File: src/rtl/lrupr_pkg.sv
`timescale 1ns / 1ps

package lrupr_pkg;

  localparam int MAX_FRAMES_DEF = 8;
  localparam int PAGE_BITS_DEF  = 16;

  localparam int PAGE_W  = 16;
  localparam int FRAME_W = 3;
  localparam int STAMP_W = 32;
  localparam int COUNT_W = 32;

  localparam int CFG_W      = 4;
  localparam int APB_DATA_W = 32;
  localparam int APB_ADDR_W = 3;
  localparam int REG_IDX_W  = 1;

  localparam logic [CFG_W-1:0]     CFG_FRAMES_RESET  = CFG_W'(4);
  localparam logic [REG_IDX_W-1:0] REG_FRAMES_IN_USE = REG_IDX_W'(0);

  typedef enum logic [1:0] {
    ST_IDLE,
    ST_SCAN,
    ST_UPDATE
  } state_t;

endpackage

File: src/rtl/lru_page_replacement.sv
`timescale 1ns / 1ps

// LRU page replacement. Each request carries a page number; the block looks it up among the
// filled frames, refreshes the frame's last-use stamp on a hit, and on a fault fills the next
// empty frame or replaces the least recently used one among the first frames_in_use frames.
// Page numbers and stamps live in a single-port-read frame memory with a registered read. A
// request is accepted, then the block reads the frame memory once per filled frame, compares
// each registered read as it returns, and then writes back the frame in a step that also
// loads the result register. The first request after reset finds no filled frame and skips
// the scan. The write-back step is held for as long as the previous result still waits at
// the output, and a new request is taken while a result waits there. No clearing pass is
// needed after reset. frames_in_use sits at byte address 0; a value of 0 acts as 1 and a
// value above MAX_FRAMES acts as MAX_FRAMES.

module lru_page_replacement #(
  parameter int MAX_FRAMES = lrupr_pkg::MAX_FRAMES_DEF,
  parameter int PAGE_BITS  = lrupr_pkg::PAGE_BITS_DEF
) (
  input  logic                                clk,
  input  logic                                rst_n,
  input  logic                                psel,
  input  logic                                penable,
  input  logic                                pwrite,
  input  logic [lrupr_pkg::APB_ADDR_W-1:0]    paddr,
  input  logic [lrupr_pkg::APB_DATA_W-1:0]    pwdata,
  output logic [lrupr_pkg::APB_DATA_W-1:0]    prdata,
  output logic                                pready,
  input  logic                                in_valid,
  output logic                                in_ready,
  input  logic [lrupr_pkg::PAGE_W-1:0]        in_page_number,
  output logic                                out_valid,
  input  logic                                out_ready,
  output logic                                out_fault,
  output logic [lrupr_pkg::FRAME_W-1:0]       out_frame_index,
  output logic                                out_evicted_valid,
  output logic [lrupr_pkg::PAGE_W-1:0]        out_evicted_page,
  output logic [lrupr_pkg::COUNT_W-1:0]       out_fault_count
);

  localparam int IDX_W = (MAX_FRAMES > 1) ? $clog2(MAX_FRAMES) : 1;
  localparam int CNT_W = $clog2(MAX_FRAMES + 1);
  localparam int MEM_W = PAGE_BITS + lrupr_pkg::STAMP_W;
  localparam int LIM_W = (CNT_W > lrupr_pkg::CFG_W) ? CNT_W : lrupr_pkg::CFG_W + 1;
  localparam int CFG_W = lrupr_pkg::CFG_W;

  logic [CFG_W-1:0]                  frames_in_use_r;
  logic [lrupr_pkg::REG_IDX_W-1:0]   reg_idx;
  logic                              reg_write;
  logic [LIM_W-1:0]                  cfg_ext;
  logic [LIM_W-1:0]                  limit_ext;
  logic [CNT_W-1:0]                  limit;

  logic              mem_re;
  logic [IDX_W-1:0]  mem_raddr;
  logic [MEM_W-1:0]  mem_rdata;
  logic              mem_we;
  logic [IDX_W-1:0]  mem_waddr;
  logic [MEM_W-1:0]  mem_wdata;

  assign pready    = 1'b1;
  assign reg_idx   = paddr[lrupr_pkg::APB_ADDR_W-1:2];
  assign reg_write = psel && penable && pwrite && pready;

  always_ff @(posedge clk) begin
    if (!rst_n) begin
      frames_in_use_r <= lrupr_pkg::CFG_FRAMES_RESET;
    end else if (reg_write && reg_idx == lrupr_pkg::REG_FRAMES_IN_USE) begin
      frames_in_use_r <= pwdata[CFG_W-1:0];
    end
  end

  always_comb begin
    unique case (reg_idx)
      lrupr_pkg::REG_FRAMES_IN_USE: prdata = lrupr_pkg::APB_DATA_W'(frames_in_use_r);
      default:                      prdata = '0;
    endcase
  end

  always_comb begin
    cfg_ext = LIM_W'(frames_in_use_r);
    if (cfg_ext == '0) begin
      limit_ext = LIM_W'(1);
    end else if (cfg_ext > LIM_W'(MAX_FRAMES)) begin
      limit_ext = LIM_W'(MAX_FRAMES);
    end else begin
      limit_ext = cfg_ext;
    end
    limit = limit_ext[CNT_W-1:0];
  end

  lrupr_frame_mem #(
    .DEPTH  (MAX_FRAMES),
    .DATA_W (MEM_W)
  ) u_frame_mem (
    .clk   (clk),
    .re    (mem_re),
    .raddr (mem_raddr),
    .rdata (mem_rdata),
    .we    (mem_we),
    .waddr (mem_waddr),
    .wdata (mem_wdata)
  );

  lrupr_ctrl #(
    .MAX_FRAMES (MAX_FRAMES),
    .PAGE_BITS  (PAGE_BITS)
  ) u_ctrl (
    .clk               (clk),
    .rst_n             (rst_n),
    .limit             (limit),
    .in_valid          (in_valid),
    .in_ready          (in_ready),
    .in_page_number    (in_page_number),
    .out_valid         (out_valid),
    .out_ready         (out_ready),
    .out_fault         (out_fault),
    .out_frame_index   (out_frame_index),
    .out_evicted_valid (out_evicted_valid),
    .out_evicted_page  (out_evicted_page),
    .out_fault_count   (out_fault_count),
    .mem_re            (mem_re),
    .mem_raddr         (mem_raddr),
    .mem_rdata         (mem_rdata),
    .mem_we            (mem_we),
    .mem_waddr         (mem_waddr),
    .mem_wdata         (mem_wdata)
  );

endmodule

File: src/rtl/lrupr_frame_mem.sv
`timescale 1ns / 1ps

module lrupr_frame_mem #(
  parameter int DEPTH  = lrupr_pkg::MAX_FRAMES_DEF,
  parameter int DATA_W = lrupr_pkg::PAGE_BITS_DEF + lrupr_pkg::STAMP_W,
  localparam int ADDR_W = (DEPTH > 1) ? $clog2(DEPTH) : 1
) (
  input  logic              clk,
  input  logic              re,
  input  logic [ADDR_W-1:0] raddr,
  output logic [DATA_W-1:0] rdata,
  input  logic              we,
  input  logic [ADDR_W-1:0] waddr,
  input  logic [DATA_W-1:0] wdata
);

  logic [DATA_W-1:0] mem [DEPTH];

  always_ff @(posedge clk) begin
    if (we) begin
      mem[waddr] <= wdata;
    end
  end

  always_ff @(posedge clk) begin
    if (re) begin
      rdata <= mem[raddr];
    end
  end

endmodule

File: src/rtl/lrupr_ctrl.sv
`timescale 1ns / 1ps

module lrupr_ctrl #(
  parameter int MAX_FRAMES = lrupr_pkg::MAX_FRAMES_DEF,
  parameter int PAGE_BITS  = lrupr_pkg::PAGE_BITS_DEF,
  localparam int IDX_W = (MAX_FRAMES > 1) ? $clog2(MAX_FRAMES) : 1,
  localparam int CNT_W = $clog2(MAX_FRAMES + 1),
  localparam int MEM_W = PAGE_BITS + lrupr_pkg::STAMP_W
) (
  input  logic                            clk,
  input  logic                            rst_n,
  input  logic [CNT_W-1:0]                limit,
  input  logic                            in_valid,
  output logic                            in_ready,
  input  logic [lrupr_pkg::PAGE_W-1:0]    in_page_number,
  output logic                            out_valid,
  input  logic                            out_ready,
  output logic                            out_fault,
  output logic [lrupr_pkg::FRAME_W-1:0]   out_frame_index,
  output logic                            out_evicted_valid,
  output logic [lrupr_pkg::PAGE_W-1:0]    out_evicted_page,
  output logic [lrupr_pkg::COUNT_W-1:0]   out_fault_count,
  output logic                            mem_re,
  output logic [IDX_W-1:0]                mem_raddr,
  input  logic [MEM_W-1:0]                mem_rdata,
  output logic                            mem_we,
  output logic [IDX_W-1:0]                mem_waddr,
  output logic [MEM_W-1:0]                mem_wdata
);

  localparam int STAMP_W = lrupr_pkg::STAMP_W;
  localparam int COUNT_W = lrupr_pkg::COUNT_W;
  localparam int PAGE_W  = lrupr_pkg::PAGE_W;
  localparam int FRAME_W = lrupr_pkg::FRAME_W;
  localparam int EXT_W   = (PAGE_BITS > PAGE_W) ? PAGE_BITS : PAGE_W;
  localparam int FX_W    = (IDX_W > FRAME_W) ? IDX_W : FRAME_W;

  lrupr_pkg::state_t state_r, state_nxt;

  logic [CNT_W-1:0]     filled_r;
  logic [CNT_W-1:0]     rd_cnt_r;
  logic                 cmp_vld_r;
  logic [STAMP_W-1:0]   access_r;
  logic [COUNT_W-1:0]   faults_r;
  logic                 out_valid_r;

  logic [PAGE_BITS-1:0] page_r;
  logic [IDX_W-1:0]     cmp_idx_r;
  logic                 hit_r;
  logic [IDX_W-1:0]     hit_idx_r;
  logic [IDX_W-1:0]     best_idx_r;
  logic [STAMP_W-1:0]   best_stamp_r;
  logic [PAGE_BITS-1:0] best_tag_r;

  logic                 out_fault_r;
  logic [FRAME_W-1:0]   out_frame_index_r;
  logic                 out_evicted_valid_r;
  logic [PAGE_W-1:0]    out_evicted_page_r;
  logic [COUNT_W-1:0]   out_fault_count_r;

  logic                 accept;
  logic                 scan_more;
  logic                 out_free;
  logic                 do_update;
  logic [EXT_W-1:0]     page_ext;
  logic [PAGE_BITS-1:0] in_tag;
  logic [PAGE_BITS-1:0] rd_tag;
  logic [STAMP_W-1:0]   rd_stamp;
  logic                 full;
  logic                 evict;
  logic [IDX_W-1:0]     slot;
  logic [FX_W-1:0]      slot_ext;
  logic [EXT_W-1:0]     victim_ext;
  logic [COUNT_W-1:0]   faults_nxt;
  logic [STAMP_W-1:0]   access_nxt;
  logic                 take_best;

  assign accept    = in_valid && in_ready;
  assign scan_more = rd_cnt_r < filled_r;
  assign out_free  = !out_valid_r || out_ready;
  assign page_ext  = EXT_W'(in_page_number);
  assign in_tag    = page_ext[PAGE_BITS-1:0];
  assign rd_tag    = mem_rdata[MEM_W-1 -: PAGE_BITS];
  assign rd_stamp  = mem_rdata[STAMP_W-1:0];

  always_comb begin
    state_nxt = state_r;
    unique case (state_r)
      lrupr_pkg::ST_IDLE: begin
        if (in_valid) begin
          state_nxt = (filled_r == '0) ? lrupr_pkg::ST_UPDATE : lrupr_pkg::ST_SCAN;
        end
      end
      lrupr_pkg::ST_SCAN: begin
        if (!scan_more) begin
          state_nxt = lrupr_pkg::ST_UPDATE;
        end
      end
      lrupr_pkg::ST_UPDATE: begin
        if (out_free) begin
          state_nxt = lrupr_pkg::ST_IDLE;
        end
      end
      default: state_nxt = lrupr_pkg::ST_IDLE;
    endcase
  end

  always_comb begin
    in_ready  = 1'b0;
    mem_re    = 1'b0;
    do_update = 1'b0;
    unique case (state_r)
      lrupr_pkg::ST_IDLE:   in_ready  = 1'b1;
      lrupr_pkg::ST_SCAN:   mem_re    = scan_more;
      lrupr_pkg::ST_UPDATE: do_update = out_free;
      default: ;
    endcase
  end

  always_comb begin
    full  = filled_r >= limit;
    evict = !hit_r && full;
    if (hit_r) begin
      slot = hit_idx_r;
    end else if (!full) begin
      slot = IDX_W'(filled_r);
    end else begin
      slot = best_idx_r;
    end
    slot_ext   = FX_W'(slot);
    victim_ext = EXT_W'(best_tag_r);
    if (hit_r || faults_r == '1) begin
      faults_nxt = faults_r;
    end else begin
      faults_nxt = faults_r + COUNT_W'(1);
    end
    access_nxt = (access_r == '1) ? access_r : access_r + STAMP_W'(1);
    take_best  = (CNT_W'(cmp_idx_r) < limit)
                 && (cmp_idx_r == '0 || rd_stamp < best_stamp_r);
  end

  assign mem_raddr = rd_cnt_r[IDX_W-1:0];
  assign mem_we    = do_update;
  assign mem_waddr = slot;
  assign mem_wdata = {page_r, access_r};

  always_ff @(posedge clk) begin
    if (!rst_n) begin
      state_r     <= lrupr_pkg::ST_IDLE;
      filled_r    <= '0;
      rd_cnt_r    <= '0;
      cmp_vld_r   <= 1'b0;
      access_r    <= '0;
      faults_r    <= '0;
      out_valid_r <= 1'b0;
    end else begin
      state_r   <= state_nxt;
      cmp_vld_r <= mem_re;
      if (accept) begin
        rd_cnt_r <= '0;
      end else if (mem_re) begin
        rd_cnt_r <= rd_cnt_r + CNT_W'(1);
      end
      if (do_update) begin
        access_r    <= access_nxt;
        faults_r    <= faults_nxt;
        out_valid_r <= 1'b1;
        if (!hit_r && !full) begin
          filled_r <= filled_r + CNT_W'(1);
        end
      end else if (out_ready) begin
        out_valid_r <= 1'b0;
      end
    end
  end

  always_ff @(posedge clk) begin
    cmp_idx_r <= rd_cnt_r[IDX_W-1:0];
    if (accept) begin
      page_r <= in_tag;
      hit_r  <= 1'b0;
    end else if (cmp_vld_r) begin
      if (!hit_r && rd_tag == page_r) begin
        hit_r     <= 1'b1;
        hit_idx_r <= cmp_idx_r;
      end
      if (take_best) begin
        best_idx_r   <= cmp_idx_r;
        best_stamp_r <= rd_stamp;
        best_tag_r   <= rd_tag;
      end
    end
    if (do_update) begin
      out_fault_r         <= !hit_r;
      out_frame_index_r   <= slot_ext[FRAME_W-1:0];
      out_evicted_valid_r <= evict;
      out_evicted_page_r  <= evict ? victim_ext[PAGE_W-1:0] : '0;
      out_fault_count_r   <= faults_nxt;
    end
  end

  assign out_valid         = out_valid_r;
  assign out_fault         = out_fault_r;
  assign out_frame_index   = out_frame_index_r;
  assign out_evicted_valid = out_evicted_valid_r;
  assign out_evicted_page  = out_evicted_page_r;
  assign out_fault_count   = out_fault_count_r;

endmodule

File: config.mk
export PLATFORM = sky130hd
export DESIGN_NAME = lru_page_replacement
export DESIGN_NICKNAME = d
export VERILOG_FILES = /design/src/rtl/lrupr_pkg.sv /design/src/rtl/lru_page_replacement.sv /design/src/rtl/lrupr_frame_mem.sv /design/src/rtl/lrupr_ctrl.sv
export SDC_FILE = /design/constraint.sdc
export NUM_CORES = 1
export LEC_CHECK = 0
export BUFFER_PORTS_ARGS = -buffer_cell sky130_fd_sc_hd__buf_2
export CAP_MARGIN = 0
export CORE_AREA = 3 3 246 248
export CTS_CLUSTER_SIZE = 25
export DETAILED_ROUTE_END_ITERATION = 8
export DIE_AREA = 0 0 249 251
export GPL_ROUTABILITY_DRIVEN = 0
export PLACE_DENSITY = 0.7
export SLEW_MARGIN = 40
export SYNTH_ARGS = -nofsm -noshare
export SYNTH_HDL_FRONTEND = slang
export SYNTH_HIERARCHICAL = 1
export SYNTH_SLANG_ARGS = --single-unit
File: constraint.sdc
create_clock -name clk -period 12.2 [get_ports clk]
set_clock_uncertainty 0.15 [all_clocks]
set_input_delay 3.05 -clock clk [delete_from_list [all_inputs] [get_ports clk]]
set_output_delay 3.05 -clock clk [all_outputs]
set_load 0.05 [all_outputs]
Word level (Yosys, flattened, before mapping)
Memory sizes are Yosys's and may differ from the RTL's. A register that Yosys moved wholly into a read port is not among the register bits.
Index checks and enable logic that the tools add are counted.
{"block": "totals", "out_inout_bits": 88, "ram_bits": 384, "input_bits": 58, "n_memories": 1, "register_bits": 207}
{"block": "classes", "bitwise_logic": 4, "n_reduce_logical": 26, "eq_ne": 8, "magnitude_cmp": 5, "n_addsub": 4, "muxes": 18}
{"name": "u_frame_mem.mem", "depth": 8, "width": 48, "read_ports": 1, "rd_clocked_by_memory_dff": 1, "wr": 1, "line_no": "lrupr_frame_mem.sv:17", "text": "logic [DATA_W-1:0] mem [DEPTH];"}
{"cell": "32-bit by 1-bit adder with 32-bit output (second input constant)", "count": 2}
{"cell": "32-bit equality test (second input constant)", "count": 2}
{"cell": "32-bit < comparator", "count": 1}
{"cell": "32-bit two-way mux", "count": 1}
{"cell": "16-bit equality test", "count": 1}
{"cell": "4-bit two-way mux", "count": 3}
{"cell": "3-bit AND reduction", "count": 3}
{"cell": "4-bit by 1-bit adder with 4-bit output (second input constant)", "count": 2}
{"cell": "1-bit logical AND", "count": 8}
{"cell": "4-bit zero test", "count": 2}
{"cell": "2-bit two-way mux", "count": 4}
{"cell": "1-bit two-way mux", "count": 7}
{"cell": "3-bit two-way mux", "count": 2}
{"cell": "2-bit case mux with 3 select lines", "count": 1}
{"cell": "2-bit AND reduction", "count": 3}
{"cell": "4-bit greater-or-equal comparator", "count": 1}
{"cell": "4-bit greater-than comparator (second input constant)", "count": 1}
{"cell": "3-bit by 4-bit < comparator with 1-bit output", "count": 1}
{"cell": "4-bit < comparator", "count": 1}
{"cell": "2-bit inequality test (second input constant)", "count": 2}
{"cell": "1-bit inverter", "count": 4}
{"cell": "1-bit zero test", "count": 3}
{"cell": "3-bit zero test", "count": 1}
{"cell": "1-bit logical OR", "count": 3}
{"cell": "other kinds (6)", "count": 6}

Logic depth before layout (Yosys ltp)
Gate-level depths: netlist (run 1).
{"block": "logic_depth", "depth_word": 7, "ltp_mapped": 10, "ltp_nobuf": 10}

Hierarchy
Netlist (run 1), hierarchy kept.
{"module": "lrupr_frame_mem", "n_inst": 1, "cells_per_inst": 616, "area_each_um2": 16100.4}
{"module": "lrupr_ctrl", "n_inst": 1, "cells_per_inst": 886, "area_each_um2": 9628.0}
{"module": "lru_page_replacement", "n_inst": 1, "cells_per_inst": 58, "area_each_um2": 464.2}

Worst setup path after synthesis (run 1)
Ideal clock, no wire load.
{"block": "synth_timing", "path_type": "input -> register", "startpoint": "input port out_ready", "endpoint": "memory u_frame_mem/mem[4][0] in the netlist's numbering, enable pin", "t_arrival_ps": 9486, "cell_stages": 4, "slack_ps": 2052, "required_time_ps": 11538, "cell_sequence": "and2b_1 > nor2_1 > nand2_1 > nor3_1"}
{"block": "synth_via", "elab_chain_cells": 4}
{"element": "start: declaration", "line_no": "lru_page_replacement.sv:32", "text": "input logic out_ready,"}
{"element": "1-bit logical OR", "line_no": "lrupr_ctrl.sv:80", "text": "assign out_free = !out_valid_r || out_ready;"}
{"element": "1-bit two-way mux", "line_no": "lrupr_ctrl.sv:112", "text": "unique case (state_r)"}
{"element": "via mem_we", "line_no": "lru_page_replacement.sv:56", "text": "logic mem_we;"}
{"element": "1-bit two-way mux", "line_no": "lrupr_frame_mem.sv:20", "text": "if (we) begin"}
{"element": "1-bit two-way mux (not written as such)", "line_no": "lrupr_frame_mem.sv:21", "text": "mem[waddr] <= wdata;"}
{"element": "end: declaration", "line_no": "lrupr_frame_mem.sv:17"}
The timed path passes the listed nets, and every way through them passes these cells.

Final worst setup path (run 1)
{"block": "layout_timing", "startpoint": "input port paddr[2] in the netlist's numbering", "endpoint": "output port prdata[0] in the netlist's numbering"}
{"block": "layout_via", "elab_chain_cells": 1}
{"element": "start: declaration", "line_no": "lru_page_replacement.sv:24", "text": "input logic [lrupr_pkg::APB_ADDR_W-1:0] paddr,"}
{"element": "4-bit two-way mux", "line_no": "lru_page_replacement.sv:73", "text": "unique case (reg_idx)"}
{"element": "end: declaration", "line_no": "lru_page_replacement.sv:26", "text": "output logic [lrupr_pkg::APB_DATA_W-1:0] prdata,"}
Every way passes these cells.

==> results of run 1 <==
per-stage QoR:
step	utilization [%]	setup slack [ns]	cell area, sq um
after floorplan	-	2.05	26300
after global placement	46.6	5.31	27300
after detailed placement	46.8	5.28	27500
after CTS	50.4	5.27	29600
after global routing	50.5	5.28	29600
final	50.5	5.32	29600
Yosys cell counts, types with 3 or more instances:
cell,count,share of area (%)
edfxtp_1,555,64
or2_2,5,0.12
mux2_2,9,0.39
o211ai_1,10,0.29
nand2b_1,23,0.55
nand3_1,32,0.61
and2_1,20,0.48
nor2b_1,6,0.14
mux2i_1,22,0.84
mux2_4,40,2.3
a211oi_1,9,0.26
xor2_1,30,1.0
dfxtp_1,84,6.4
buf_12,5,0.38
and4_1,6,0.20
buf_6,4,0.17
nor4_1,17,0.41
buf_4,33,0.95
a2111oi_0,3,0.10
mux4_2,93,8.0
and3_1,13,0.31
o21ai_0,23,0.44
nand2_1,82,1.2
nor2_1,50,0.72
or3_1,14,0.33
a31oi_1,5,0.12
clkbuf_1,44,0.63
nor3_1,20,0.38
xnor2_1,30,1.0
and2b_2,4,0.13
a21oi_1,52,0.99
a21o_1,3,0.086
a221oi_1,3,0.10
ha_1,45,2.1
o41ai_1,3,0.10
buf_2,17,0.32
mux4_1,3,0.30
or4_1,19,0.54
nand4_1,27,0.64
o31ai_1,24,0.69
nor4b_1,3,0.10
inv_1,44,0.63
per-layer routing:
| metal | track usage [%] | vias to the layer above | share of wire, % | routed length [um] |
|---|---|---|---|---|
| met5 | 0 | - | 0 | 0 |
| met3 | 2.63 | 87 | 5.7 | 2950 |
| met4 | 5.22 | 0 | 2.1 | 1120 |
| met2 | 27.3 | 445 | 49 | 25400 |
| li1 | - | 6258 | - | - |
| met1 | 23.0 | 7031 | 43 | 22700 |
logic make-up after synthesis:
logic type	Yosys count
DFF	639
xor gates and xnor gates	60
and+or+nand+nor	351
muxes	167
adders and majority gates	45
AOI/OAI and AO/OA	148
other	2
buffers and inverters	148
power groups by stage:
stage               Sequential (mW)  Combinational, mW  Clock, mW
floorplan                      2.91              0.336          0
global placement               2.72              0.700          0
detailed placement             2.73              0.714          0
CTS                            2.69              0.718       2.03
global route                   2.71              0.750       2.12
finish                         2.69              0.712       1.98
sequential cells by signal, indices dropped and copies added, names as in the netlist, 4 cells and up:
signal                   count
u_frame_mem/mem            384
u_frame_mem/rdata           48
u_ctrl/access_r             32
u_ctrl/best_stamp_r         32
u_ctrl/faults_r             32
u_ctrl/out_fault_count      32
u_ctrl/best_tag_r           16
u_ctrl/out_evicted_page     16
u_ctrl/page_r               16
frames_in_use_r              4
u_ctrl/filled_r              4
u_ctrl/rd_cnt_r              4
critical path, delay by kind of cell:
kind	cells	cell delay, ns
buffers and inverters	2	0.44
and+or+nand+nor	1	0.18
area by class of cell:
type / count / area [sq um]
antenna: 1 / 2.50
clock buffer: 85 / 1690
clock inverter: 29 / 444
fill: 4646 / 29100
inverter: 45 / 169
multi-input combinational: 800 / 7260
sequential: 639 / 18400
tap: 773 / 967
timing repair buffer: 117 / 749
path summary, 6_finish.rpt:
check | slack (ns) | end | startpoint | cells past startpoint
max | 5.32 | prdata[0] | paddr[2] | 3
min | 0.29 | u_ctrl/best_stamp_r[0] | u_frame_mem/rdata[0] | 0
max reg2reg | 7.29 | u_frame_mem/mem[4][9] | frames_in_use_r[1] | 12
min reg2reg | 0.29 | u_ctrl/best_stamp_r[0] | u_frame_mem/rdata[0] | 0
==> results by group, run 1 <==
Setup path
  – Slowest stage delay, CP: about 0.31 ns
  – Crit. End Element: primary output
  – CP Data Required Time: 9.00 ns
  – Crit path launch type: input port
  – Worst Path Arrival: 3.68 ns
  – CP Cell Sequence: buf_2 > nor2b_1 > buf_2
  – Critical Path Fanout Max: 5
  – Critical path type: input port to primary output
  – Slowest library cell on the worst path: buf_2
  – CP most frequent cell: buf_2

Pwr
  – Gate power share: 13.2%
  – P_sw: ~1.4 mW
  – Pwr Total: between 5 and 6 mW
  – Pwr Density: 182 nW/um^2
  – Leak Pwr: 9.92 nW
  – Clk pwr share: 36.9%
  – Reg power frac: 49.9%
  – Pint: between 4 and 5 mW
  – Sw Share: ~26%
  – VDD IR max: about 140 uV

Global route
  – Global-route wire length before repair: just over 80000 um
  – Largest net degree at the start of global routing: between 50 and 60
  – Number of antenna violations at the first check in global routing: 1
  – Number of global-route vias before repair: 13900
  – GR Util All Layers: roughly 17%
  – Grt ovf: 0

Place
  – PortBufs: between 80 and 90
  – # placed instances: 2372
  – Detail Placement HPWL: 30800 um

Cells and area
  – Most common cell after layout, fill and taps aside: edfxtp_1
  – Share of layout cells above drive strength 1: between 20 and 25%
  – Final #Nets: between 1500 and 2000
  – Non-Filler Instances: 2489
  – Most frequent cells in the layout: edfxtp_1 (555), mux4_2 (93), buf_2 (86), nand2_1 (81), dfxtp_1 (81)
  – Area grow syn2layout: 13.1%

Timing
  – Slew headroom: 46.8%
  – Hold Slack: 0.291 ns
  – RSZ-0062 raised after global routing: no
  – Endpoints failing setup: 0
  – Maximum clock frequency: 0.145 GHz
  – Slew Limit Fails: 0
  – Measured slew at the worst slew-check pin: 0.794 ns
  – Final Cycle Share: between 50% and 60%
  – Final setup TNS: 0 ns
  – Period minus WS final: between 6 and 7 ns
  – Final Hold Fails: 0

Die
  – Die Wd: approximately 250 um
  – Die Height: around 250 um
  – Total core area: ~59000 sq um
  – FP Rows: ~90
  – Initial Utilization: approximately 45%
  – Die area: 62500 sq um
  – # IOs: ~150

Synth
  – Main combinational cell family by area after synthesis: multiplexers
  – Syn Area/Cell: 16.8 sq um
  – Mux cell area share after synthesis: 11.8%
  – Post-synthesis sequential element count: about 640
  – Adder-cell share of the synthesized area: between 2 and 2.5%
  – Syn Inst Count: roughly 1600
  – Post-synth top flop: edfxtp_1
  – Yosys warns: 6
  – FFs w/ async S/R, synth: 0%
  – Post-Synth Simple-Gate Area: roughly 7.3%
  – XOR/XNOR Fraction of Synth Area: 2.01%
  – Post-synthesis cell area: ~26000 sq um
  – EDFF count, synth: around 560
  – Sequential-to-total area share from yosys stat: 70.0%
  – Post-synthesis compound-gate area fraction: 3.60%
  – Distinct cells, synth: between 60 and 70

Clock tree
  – Post-cts hold buffer count: 0
  – Max clock buf depth: 3
  – Sink Count: 639
  – Setup bufs post-CTS: 0
  – CTS tree: done
  – H-tree Lvls: 2
  – Num CTS Buffers: 60
  – Clk_lat worst skew: 0.62 ns
  – Post-CTS Resized: 0
  – Clock transition at the registers of the reported paths: approximately 0.070 ns
  – Root buffer cell: clkbuf_16

Flow run
  – Max cap viols: 0

Route
  – Via density per instance: around 5.6
  – Wirelength per Cell: about 21 um
  – Via count: between 10000 and 15000
  – Pre-antenna DRT Iters: 5
  – Final wirelength: approximately 52000 um
  – Post-DRT Antenna Nets: 0
  – DRC Markers: 0
  – Initial DRC count: between 1000 and 1500

Run status
  – Status: finished, final reports clean

Hold path
  – Hold WC Path Type: register to register
No activity file was read; power rests on OpenSTA's default activity.
==> run 2, diff against run 1 <==
==> constraint.sdc (replaced) <==
create_clock -name clk -period 7.15 [get_ports clk]
set_clock_uncertainty 0.15 [all_clocks]
set_input_delay 1.7875 -clock clk [delete_from_list [all_inputs] [get_ports clk]]
set_output_delay 1.7875 -clock clk [all_outputs]
set_load 0.05 [all_outputs]
==> results by group, run 2 (synthesis results as in run 1) <==
Global route
  – GR Util All Layers: 16.3% (was 16.6%)
  – Number of global-route vias before repair: 13700 (was 13900)
  – Largest net degree at the start of global routing: 58 (was 53)
  – Global-route wire length before repair: 79800 um (was 81200 um)
  – Grt ovf: 0 (unchanged)
  – Number of antenna violations at the first check in global routing: 1 (unchanged)

Route
  – DRC Markers: 0 (unchanged)
  – Initial DRC count: 1016 (was 1137)
  – Wirelength per Cell: 20.5 um (was 21.0 um)
  – Post-DRT Antenna Nets: 0 (unchanged)
  – Via count: 13700 (was 13800)
  – Final wirelength: 51100 um (was 52200 um)
  – Pre-antenna DRT Iters: 5 (unchanged)
  – Via density per instance: 5.51 (was 5.55)

Setup path
  – R2R cell count: 12 (unchanged)
  – Register-to-Register Setup Slack: 2.61 ns (was 7.29 ns)
  – CP Data Required Time: 7.29 ns (was 9.00 ns)
  – Crit. End Element: register (was primary output)
  – Worst Path Arrival: 4.68 ns (was 3.68 ns)
  – Worst r2r dst: u_frame_mem/mem[6][3] (was u_frame_mem/mem[4][9])
  – Critical Path Fanout Max: 20 (was 5)
  – RR Startpoint: frames_in_use_r[2] (was frames_in_use_r[1])
  – Critical path type: register to register (was input port to primary output)
  – Crit path launch type: register (was input port)

Run status
  – Status: finished, final reports clean (unchanged)

Cells and area
  – Max FFs per register: 384 (unchanged)
  – Area grow syn2layout: 13.0% (was 13.1%)
  – Non-Filler Instances: 2489 (unchanged)
  – Final #Nets: 1767 (was 1766)
  – Largest registers: u_frame_mem/mem (384), u_frame_mem/rdata (48) (unchanged)
  – Most frequent cells in the layout: edfxtp_1 (555), mux4_2 (93), buf_2 (86), nand2_1 (81), dfxtp_1 (81) (unchanged)
  – Core Util, Final: 50.4% (was 50.5%)
  – Share of layout cells above drive strength 1: 22.6% (about the same)
  – Most common cell after layout, fill and taps aside: edfxtp_1 (unchanged)
  – Most flops, register: u_frame_mem/mem (unchanged)

Clock tree
  – Clk_lat worst skew: 0.63 ns (was 0.62 ns)
  – Root buffer cell: clkbuf_16 (unchanged)
  – Max clock buf depth: 3 (unchanged)
  – Post-CTS Resized: 0 (unchanged)
  – CTS tree: done (unchanged)
  – Clock transition at the registers of the reported paths: 0.06 ns (was 0.07 ns)
  – Post-cts hold buffer count: 0 (unchanged)
  – Setup bufs post-CTS: 0 (unchanged)
  – H-tree Lvls: 2 (unchanged)
  – Num CTS Buffers: 60 (unchanged)
  – Sink Count: 639 (unchanged)

Timing
  – Maximum clock frequency: between 0.2 and 0.25 GHz
  – Period minus WS final: around 4.5 ns
  – Final setup TNS: 0 ns (unchanged)
  – Measured slew at the worst slew-check pin: 0.839 ns (was 0.794 ns)
  – RSZ-0062 raised after global routing: no (unchanged)
  – Slew headroom: 43.9% (was 46.8%)
  – Slew Limit Fails: 0 (unchanged)
  – Final WS setup: 2.61 ns (was 5.32 ns)
  – Final Hold Fails: 0 (unchanged)
  – Final Cycle Share: a little under two thirds
  – Endpoints failing setup: 0 (unchanged)

Pwr
  – Gate power share: 13.6% (was 13.2%)
  – VDD IR max: 201 uV (was 141 uV)
  – Sw Share: 25.9% (was 25.5%)
  – Pwr Density: 306 nW/um^2 (was 182 nW/um^2)
  – Reg power frac: 50.6% (was 49.9%)
  – Pint: 6.71 mW (was 4.01 mW)
  – P_sw: 2.34 mW (was 1.37 mW)
  – Clk pwr share: 35.8% (was 36.9%)
  – Leak Pwr: 9.88 nW (was 9.92 nW)

Die
  – Die Wd: 249 um (unchanged)
  – Initial Utilization: 44.6% (unchanged)
  – Total core area: 58700 sq um (unchanged)
  – Die area: 62500 sq um (unchanged)
  – # IOs: 146 (unchanged)
  – Die Height: 251 um (unchanged)
  – FP Rows: 89 (unchanged)

Place
  – Detail Placement HPWL: 30400 um (was 30800 um)
  – # placed instances: 2373 (was 2372)
  – Worst slack, placed: 1.89 ns (was 5.28 ns)
  – PortBufs: 86 (unchanged)

Hold path
  – Worst Hold Depth: 0 (unchanged)
  – Hold endpoint: u_ctrl/cmp_idx_r[1] (was u_ctrl/best_stamp_r[0])
  – Hold path startpoint: u_ctrl/rd_cnt_r[1] (was u_frame_mem/rdata[0])
  – Hold WC Path Type: register to register (unchanged)

Flow run
  – Max cap viols: 0 (unchanged)
[run 2: final cells by class]
cell class                 count  area (sq um)
tap                          773           967
timing repair buffer         118           781
sequential                   639         18400
antenna                        1          2.50
multi-input combinational    800          7280
inverter                      45           169
clock inverter                38           414
fill                        4683         29100
clock buffer                  75          1620
[run 2: worst max-delay path: stages, from the launching register on]
cell and delay [ns]:
dfxtp_1 0.34, o21ba_2 0.20, nor2_1 0.14, ha_1 0.25
nand2b_1 0.13, a2111oi_0 0.42, buf_4 0.23, nor2_1 0.10
mux2i_1 0.16, o21ai_0 0.48, nand2_1 0.40, nor2_4 0.77
buf_4 0.42
[run 2: stage by stage]
step	power (mW)	hold slack [ns]	instance area, sq um
after global routing	9.39	0.312	29600
after detailed placement	5.89	0.285	27500
after floorplan	5.54	0.238	26300
after CTS	9.14	0.300	29500
final	9.06	0.298	29600
after global placement	5.84	0.279	27400
[run 2: how the worst max path moves through the flow]
stage,from,to,slack (ns)
finish,frames_in_use_r[2],u_frame_mem/mem[6][3],2.61
global route,frames_in_use_r[2],u_frame_mem/mem[6][12],2.38
CTS,frames_in_use_r[2],u_frame_mem/mem[6][3],2.50
detailed placement,out_ready,u_frame_mem/mem[6][12],1.89
global placement,out_ready,u_frame_mem/mem[1][17],1.94
floorplan,out_ready,u_frame_mem/mem[7][0],0.57
[run 2: power by group through the flow]
stage / clock network (mW) / logic, mW / registers, mW
3_3_place_gp: 0 / 1.19 / 4.65
4_1_cts: 3.32 / 1.23 / 4.59
2_1_floorplan: 0 / 0.577 / 4.96
3_5_place_dp: 0 / 1.23 / 4.67
6_report: 3.24 / 1.23 / 4.58
5_1_grt: 3.47 / 1.30 / 4.62
[run 2: metal layers]
metal	vias to the layer above	GRT usage, %	share of wire (%)
met5	-	0	0
met4	0	4.79	2.3
met3	83	2.87	6.5
met2	425	26.6	48
met1	6961	22.7	43
li1	6239	-	-
==> run 3, diff against run 2 <==
--- a/config.mk
+++ b/config.mk
@@ -5,14 +5,15 @@
 export SDC_FILE = /design/constraint.sdc
 export NUM_CORES = 1
 export LEC_CHECK = 0
+export ABC_AREA = 1
 export BUFFER_PORTS_ARGS = -buffer_cell sky130_fd_sc_hd__buf_2
 export CAP_MARGIN = 0
-export CORE_AREA = 3 3 246 248
+export CORE_AREA = 3 3 258 260
 export CTS_CLUSTER_SIZE = 25
 export DETAILED_ROUTE_END_ITERATION = 8
-export DIE_AREA = 0 0 249 251
+export DIE_AREA = 0 0 261 263
 export GPL_ROUTABILITY_DRIVEN = 0
-export PLACE_DENSITY = 0.7
+export PLACE_DENSITY = 0.73
 export SLEW_MARGIN = 40
 export SYNTH_ARGS = -nofsm -noshare
 export SYNTH_HDL_FRONTEND = slang
==> constraint.sdc (replaced) <==
create_clock -name clk -period 3.8 [get_ports clk]
set_clock_uncertainty 0.15 [all_clocks]
set_input_delay 0.95 -clock clk [delete_from_list [all_inputs] [get_ports clk]]
set_output_delay 0.95 -clock clk [all_outputs]
set_load 0.05 [all_outputs]
==> results by group, run 3 <==
Die
  – Die Height: 263 um (was 251 um)
  – Total core area: 64300 sq um (was 58700 sq um)
  – FP Rows: 93 (was 89)
  – # IOs: 146 (unchanged)
  – Die area: 68600 sq um (was 62500 sq um)
  – Die Wd: 261 um (was 249 um)
  – Initial Utilization: 45.1% (was 44.6%)

Cells and area
  – Share of layout cells above drive strength 1: 8.41% (was 22.6%)
  – Fill cells: 5590 (was 4683)
  – Max FFs per register: 384 (unchanged)
  – Most frequent cells in the layout: nand2_1 (1007), inv_1 (570), edfxtp_1 (555), nand3_1 (267), nor2_1 (147) (was edfxtp_1 (555), mux4_2 (93), buf_2 (86), nand2_1 (81), dfxtp_1 (81))
  – Most common cell after layout, fill and taps aside: nand2_1 (was edfxtp_1)
  – Most flops, register: u_frame_mem/mem (unchanged)
  – Area grow syn2layout: 12.0% (was 13.0%)
  – Largest registers: u_frame_mem/mem (384), u_frame_mem/rdata (48) (unchanged)
  – Final #Nets: 3252 (was 1767)
  – Non-Filler Instances: 4056 (was 2489)

Timing
  – Endpoints failing setup: 0 (unchanged)
  – Slew headroom: 43.3% (was 43.9%)
  – Final Cycle Share: 85.8% (was 63.5%)
  – Slew Limit Fails: 0 (unchanged)
  – Final setup TNS: 0 ns (unchanged)
  – Final Hold Fails: 0 (unchanged)
  – Measured slew at the worst slew-check pin: 0.851 ns (was 0.839 ns)
  – Maximum clock frequency: 0.307 GHz (was 0.220 GHz)
  – RSZ-0062 raised after global routing: no (unchanged)
  – Hold Slack: 0.231 ns (was 0.298 ns)
  – Period minus WS final: 3.26 ns (was 4.54 ns)

Setup path
  – Crit. End Element: register (unchanged)
  – Register-to-Register Setup Slack: 0.54 ns (was 2.61 ns)
  – CP endpoint: u_frame_mem/mem[3][21] (was u_frame_mem/mem[6][3])
  – CP Data Required Time: 3.93 ns (was 7.29 ns)
  – RR Startpoint: frames_in_use_r[2] (unchanged)
  – Worst r2r dst: u_frame_mem/mem[3][21] (was u_frame_mem/mem[6][3])
  – Slowest stage delay, CP: 0.46 ns (was 0.77 ns)
  – Critical Path Fanout Max: 13 (was 20)
  – Worst Path Arrival: 3.39 ns (was 4.68 ns)
  – Critical path type: register to register (unchanged)
  – Worst Setup SP: frames_in_use_r[2] (unchanged)
  – CP Cell Sequence: inv_1 > nand3_1 > a21oi_1 > inv_1 > ha_1 > inv_1 > o21bai_1 > nand3_1 > nand3_1 > nand2_1 > inv_1 > nand2_1 > nand3_1 > nand2_1 > nor2_4 > buf_4 (was o21ba_2 > nor2_1 > ha_1 > nand2b_1 > a2111oi_0 > buf_4 > nor2_1 > mux2i_1 > o21ai_0 > nand2_1 > nor2_4 > buf_4)
  – Slowest library cell on the worst path: nor2_4 (unchanged)
  – Crit path launch type: register (unchanged)
  – R2R cell count: 16 (was 12)

Place
  – PortBufs: 86 (unchanged)
  – Detail Placement HPWL: 36600 um (was 30400 um)
  – # placed instances: 3934 (was 2373)

Clock tree
  – Clk_lat worst skew: 0.62 ns (was 0.63 ns)
  – Num CTS Buffers: 67 (was 60)
  – CTS tree: done (unchanged)
  – H-tree Lvls: 3 (was 2)
  – Post-CTS Resized: 0 (unchanged)
  – Clock transition at the registers of the reported paths: 0.06 ns (about the same)
  – Max clock buf depth: 3 (unchanged)
  – Root buffer cell: clkbuf_16 (unchanged)
  – Sink Count: 639 (unchanged)
  – Setup bufs post-CTS: 0 (unchanged)
  – Post-cts hold buffer count: 0 (unchanged)

Route
  – Wirelength per Cell: 15.4 um (was 20.5 um)
  – Post-DRT Antenna Nets: 0 (unchanged)
  – Via density per instance: 4.91 (was 5.51)
  – Final wirelength: 62400 um (was 51100 um)
  – Pre-antenna DRT Iters: 7 (was 5)
  – DRC Markers: 0 (unchanged)
  – Via count: 19900 (was 13700)
  – Initial DRC count: 1773 (was 1016)

Global route
  – Global-route wire length before repair: 98700 um (was 79800 um)
  – Largest net degree at the start of global routing: 172 (was 58)
  – Number of antenna violations at the first check in global routing: 1 (unchanged)
  – Grt ovf: 0 (unchanged)
  – GR Util All Layers: 18.1% (was 16.3%)
  – Number of global-route vias before repair: 18900 (was 13700)

Synth
  – Post-synth top flop: edfxtp_1 (unchanged)
  – Post-synthesis sequential element count: 639 (unchanged)
  – Yosys top cell by area: edfxtp_1 (unchanged)
  – Post-synthesis cell area: 29000 sq um (was 26200 sq um)
  – Yosys top cell area share: 57.4% (was 63.6%)
  – Synth area leaders: edfxtp_1 (57%), nand2_1 (13%), inv_1 (7.4%), dfxtp_1 (5.8%), nand3_1 (4.6%) (was edfxtp_1 (64%), mux4_2 (8.0%), dfxtp_1 (6.4%), mux2_4 (2.3%), ha_1 (2.1%))
  – Top-count cell post-synth: nand2_1 (was edfxtp_1)
  – Syn Inst Count: 3066 (was 1560)
  – FFs w/ async S/R, synth: 0% (unchanged)
  – Yosys warns: 6 (unchanged)
  – Distinct cells, synth: 47 (was 63)
  – EDFF count, synth: 555 (unchanged)
  – Synth cell count leaders: nand2_1 (1007), inv_1 (572), edfxtp_1 (555) (was edfxtp_1 (555), mux4_2 (93), dfxtp_1 (84))
  – Syn Area/Cell: 9.47 sq um (was 16.8 sq um)
  – Sequential-to-total area share from yosys stat: 63.2% (was 70.0%)

Pwr
  – Leak Pwr: 14.1 nW (was 9.88 nW)
  – Pwr Total: 18.0 mW (was 9.06 mW)
  – VDD IR max: 369 uV (was 201 uV)
  – Pwr Density: 554 nW/um^2 (was 306 nW/um^2)

Run status
  – Status: finished, final reports clean (unchanged)

Flow run
  – Max cap viols: 0 (unchanged)

Hold path
  – Hold WC Path Type: register to register (unchanged)
==> run 3: changes by cell type in the layout (fill, tap and decap cells not counted), moves of 26 or more <==
cell / previous run / this run
nor2_1: 43 / 147
mux4_2: 93 / 0
xnor2_1: 30 / 4
nand3_1: 32 / 267
mux2_4: 40 / 0
a21oi_1: 50 / 79
inv_1: 43 / 570
nand2_1: 81 / 1007
==> run 3: worst min-delay path by stage <==
| stage | startpoint | to | slack, ns | depth (start not counted) |
|---|---|---|---|---|
| 2_1_floorplan | u_ctrl/rd_cnt_r[2] | u_ctrl/cmp_idx_r[2] | 0.24 | 0 |
| 3_3_place_gp | u_ctrl/rd_cnt_r[2] | u_ctrl/cmp_idx_r[2] | 0.22 | 0 |
| 3_5_place_dp | u_ctrl/rd_cnt_r[2] | u_ctrl/cmp_idx_r[2] | 0.23 | 0 |
| 4_1_cts | u_ctrl/rd_cnt_r[2] | u_ctrl/cmp_idx_r[2] | 0.24 | 0 |
| 5_1_grt | u_ctrl/rd_cnt_r[2] | u_ctrl/cmp_idx_r[2] | 0.24 | 0 |
| 6_report | u_ctrl/rd_cnt_r[2] | u_ctrl/cmp_idx_r[2] | 0.23 | 0 |
==> run 3: routing by layer <==
layer / vias up / GRT usage [%] / wire [um]
met5: - / 0 / 0
met4: 0 / 7.03 / 1870
met3: 132 / 3.10 / 4140
met2: 624 / 30.9 / 30500
met1: 9320 / 23.1 / 25900
li1: 9829 / - / -
==> run 3: worst max-delay path: cells and delay by family, from the launching register on <==
| family | cells | cell delay (ns) |
|---|---|---|
| fa+ha+maj | 1 | 0.30 |
| simple gates | 8 | 1.25 |
| buf+inv | 5 | 0.65 |
| flops | 1 | 0.30 |
| compound gates | 2 | 0.26 |
==> run 3: cells by family after synthesis <==
kind of cell / count (synthesis) / synth area share, %
adder cells (fa/ha/maj): 45 / 1.94
flip-flops: 639 / 63.2
other: 2 / 0.0259
AO/OA/AOI/OAI: 131 / 2.43
AND/OR/NAND/NOR: 1506 / 21.5
XOR/XNOR: 26 / 0.784
buffers and inverters: 717 / 10.1
==> run 3: layout make-up <==
cell class	count	area [sq um]	area share, %
Inverter	586	2210	6.80
Multi-Input combinational cell	1737	7920	24.4
Clock inverter	39	399	1.23
Tap cell	855	1070	3.29
Antenna cell	1	2.50	0.00770
Clock buffer	81	1730	5.32
Timing Repair Buffer	118	832	2.56
Sequential cell	639	18400	56.5
==> run 3: through the flow <==
step / setup slack (ns) / util [%] / instance area, sq um
final: 0.540 / 50.5 / 32500
after global routing: 0.244 / 50.5 / 32500
after CTS: 0.547 / 50.5 / 32500
after detailed placement: 0.590 / 47.2 / 30400
after global placement: 0.634 / 47.2 / 30400
after floorplan: 0.142 / - / 29200
==> run 3: power by group <==
group / switching, mW / internal (mW) / leakage [nW]
Combinational: 2.16 / 0.695 / 7.01
Clock: 2.69 / 3.63 / 1.04
Sequential: 0.401 / 8.45 / 6.05
Total: 5.25 / 12.8 / 14.1
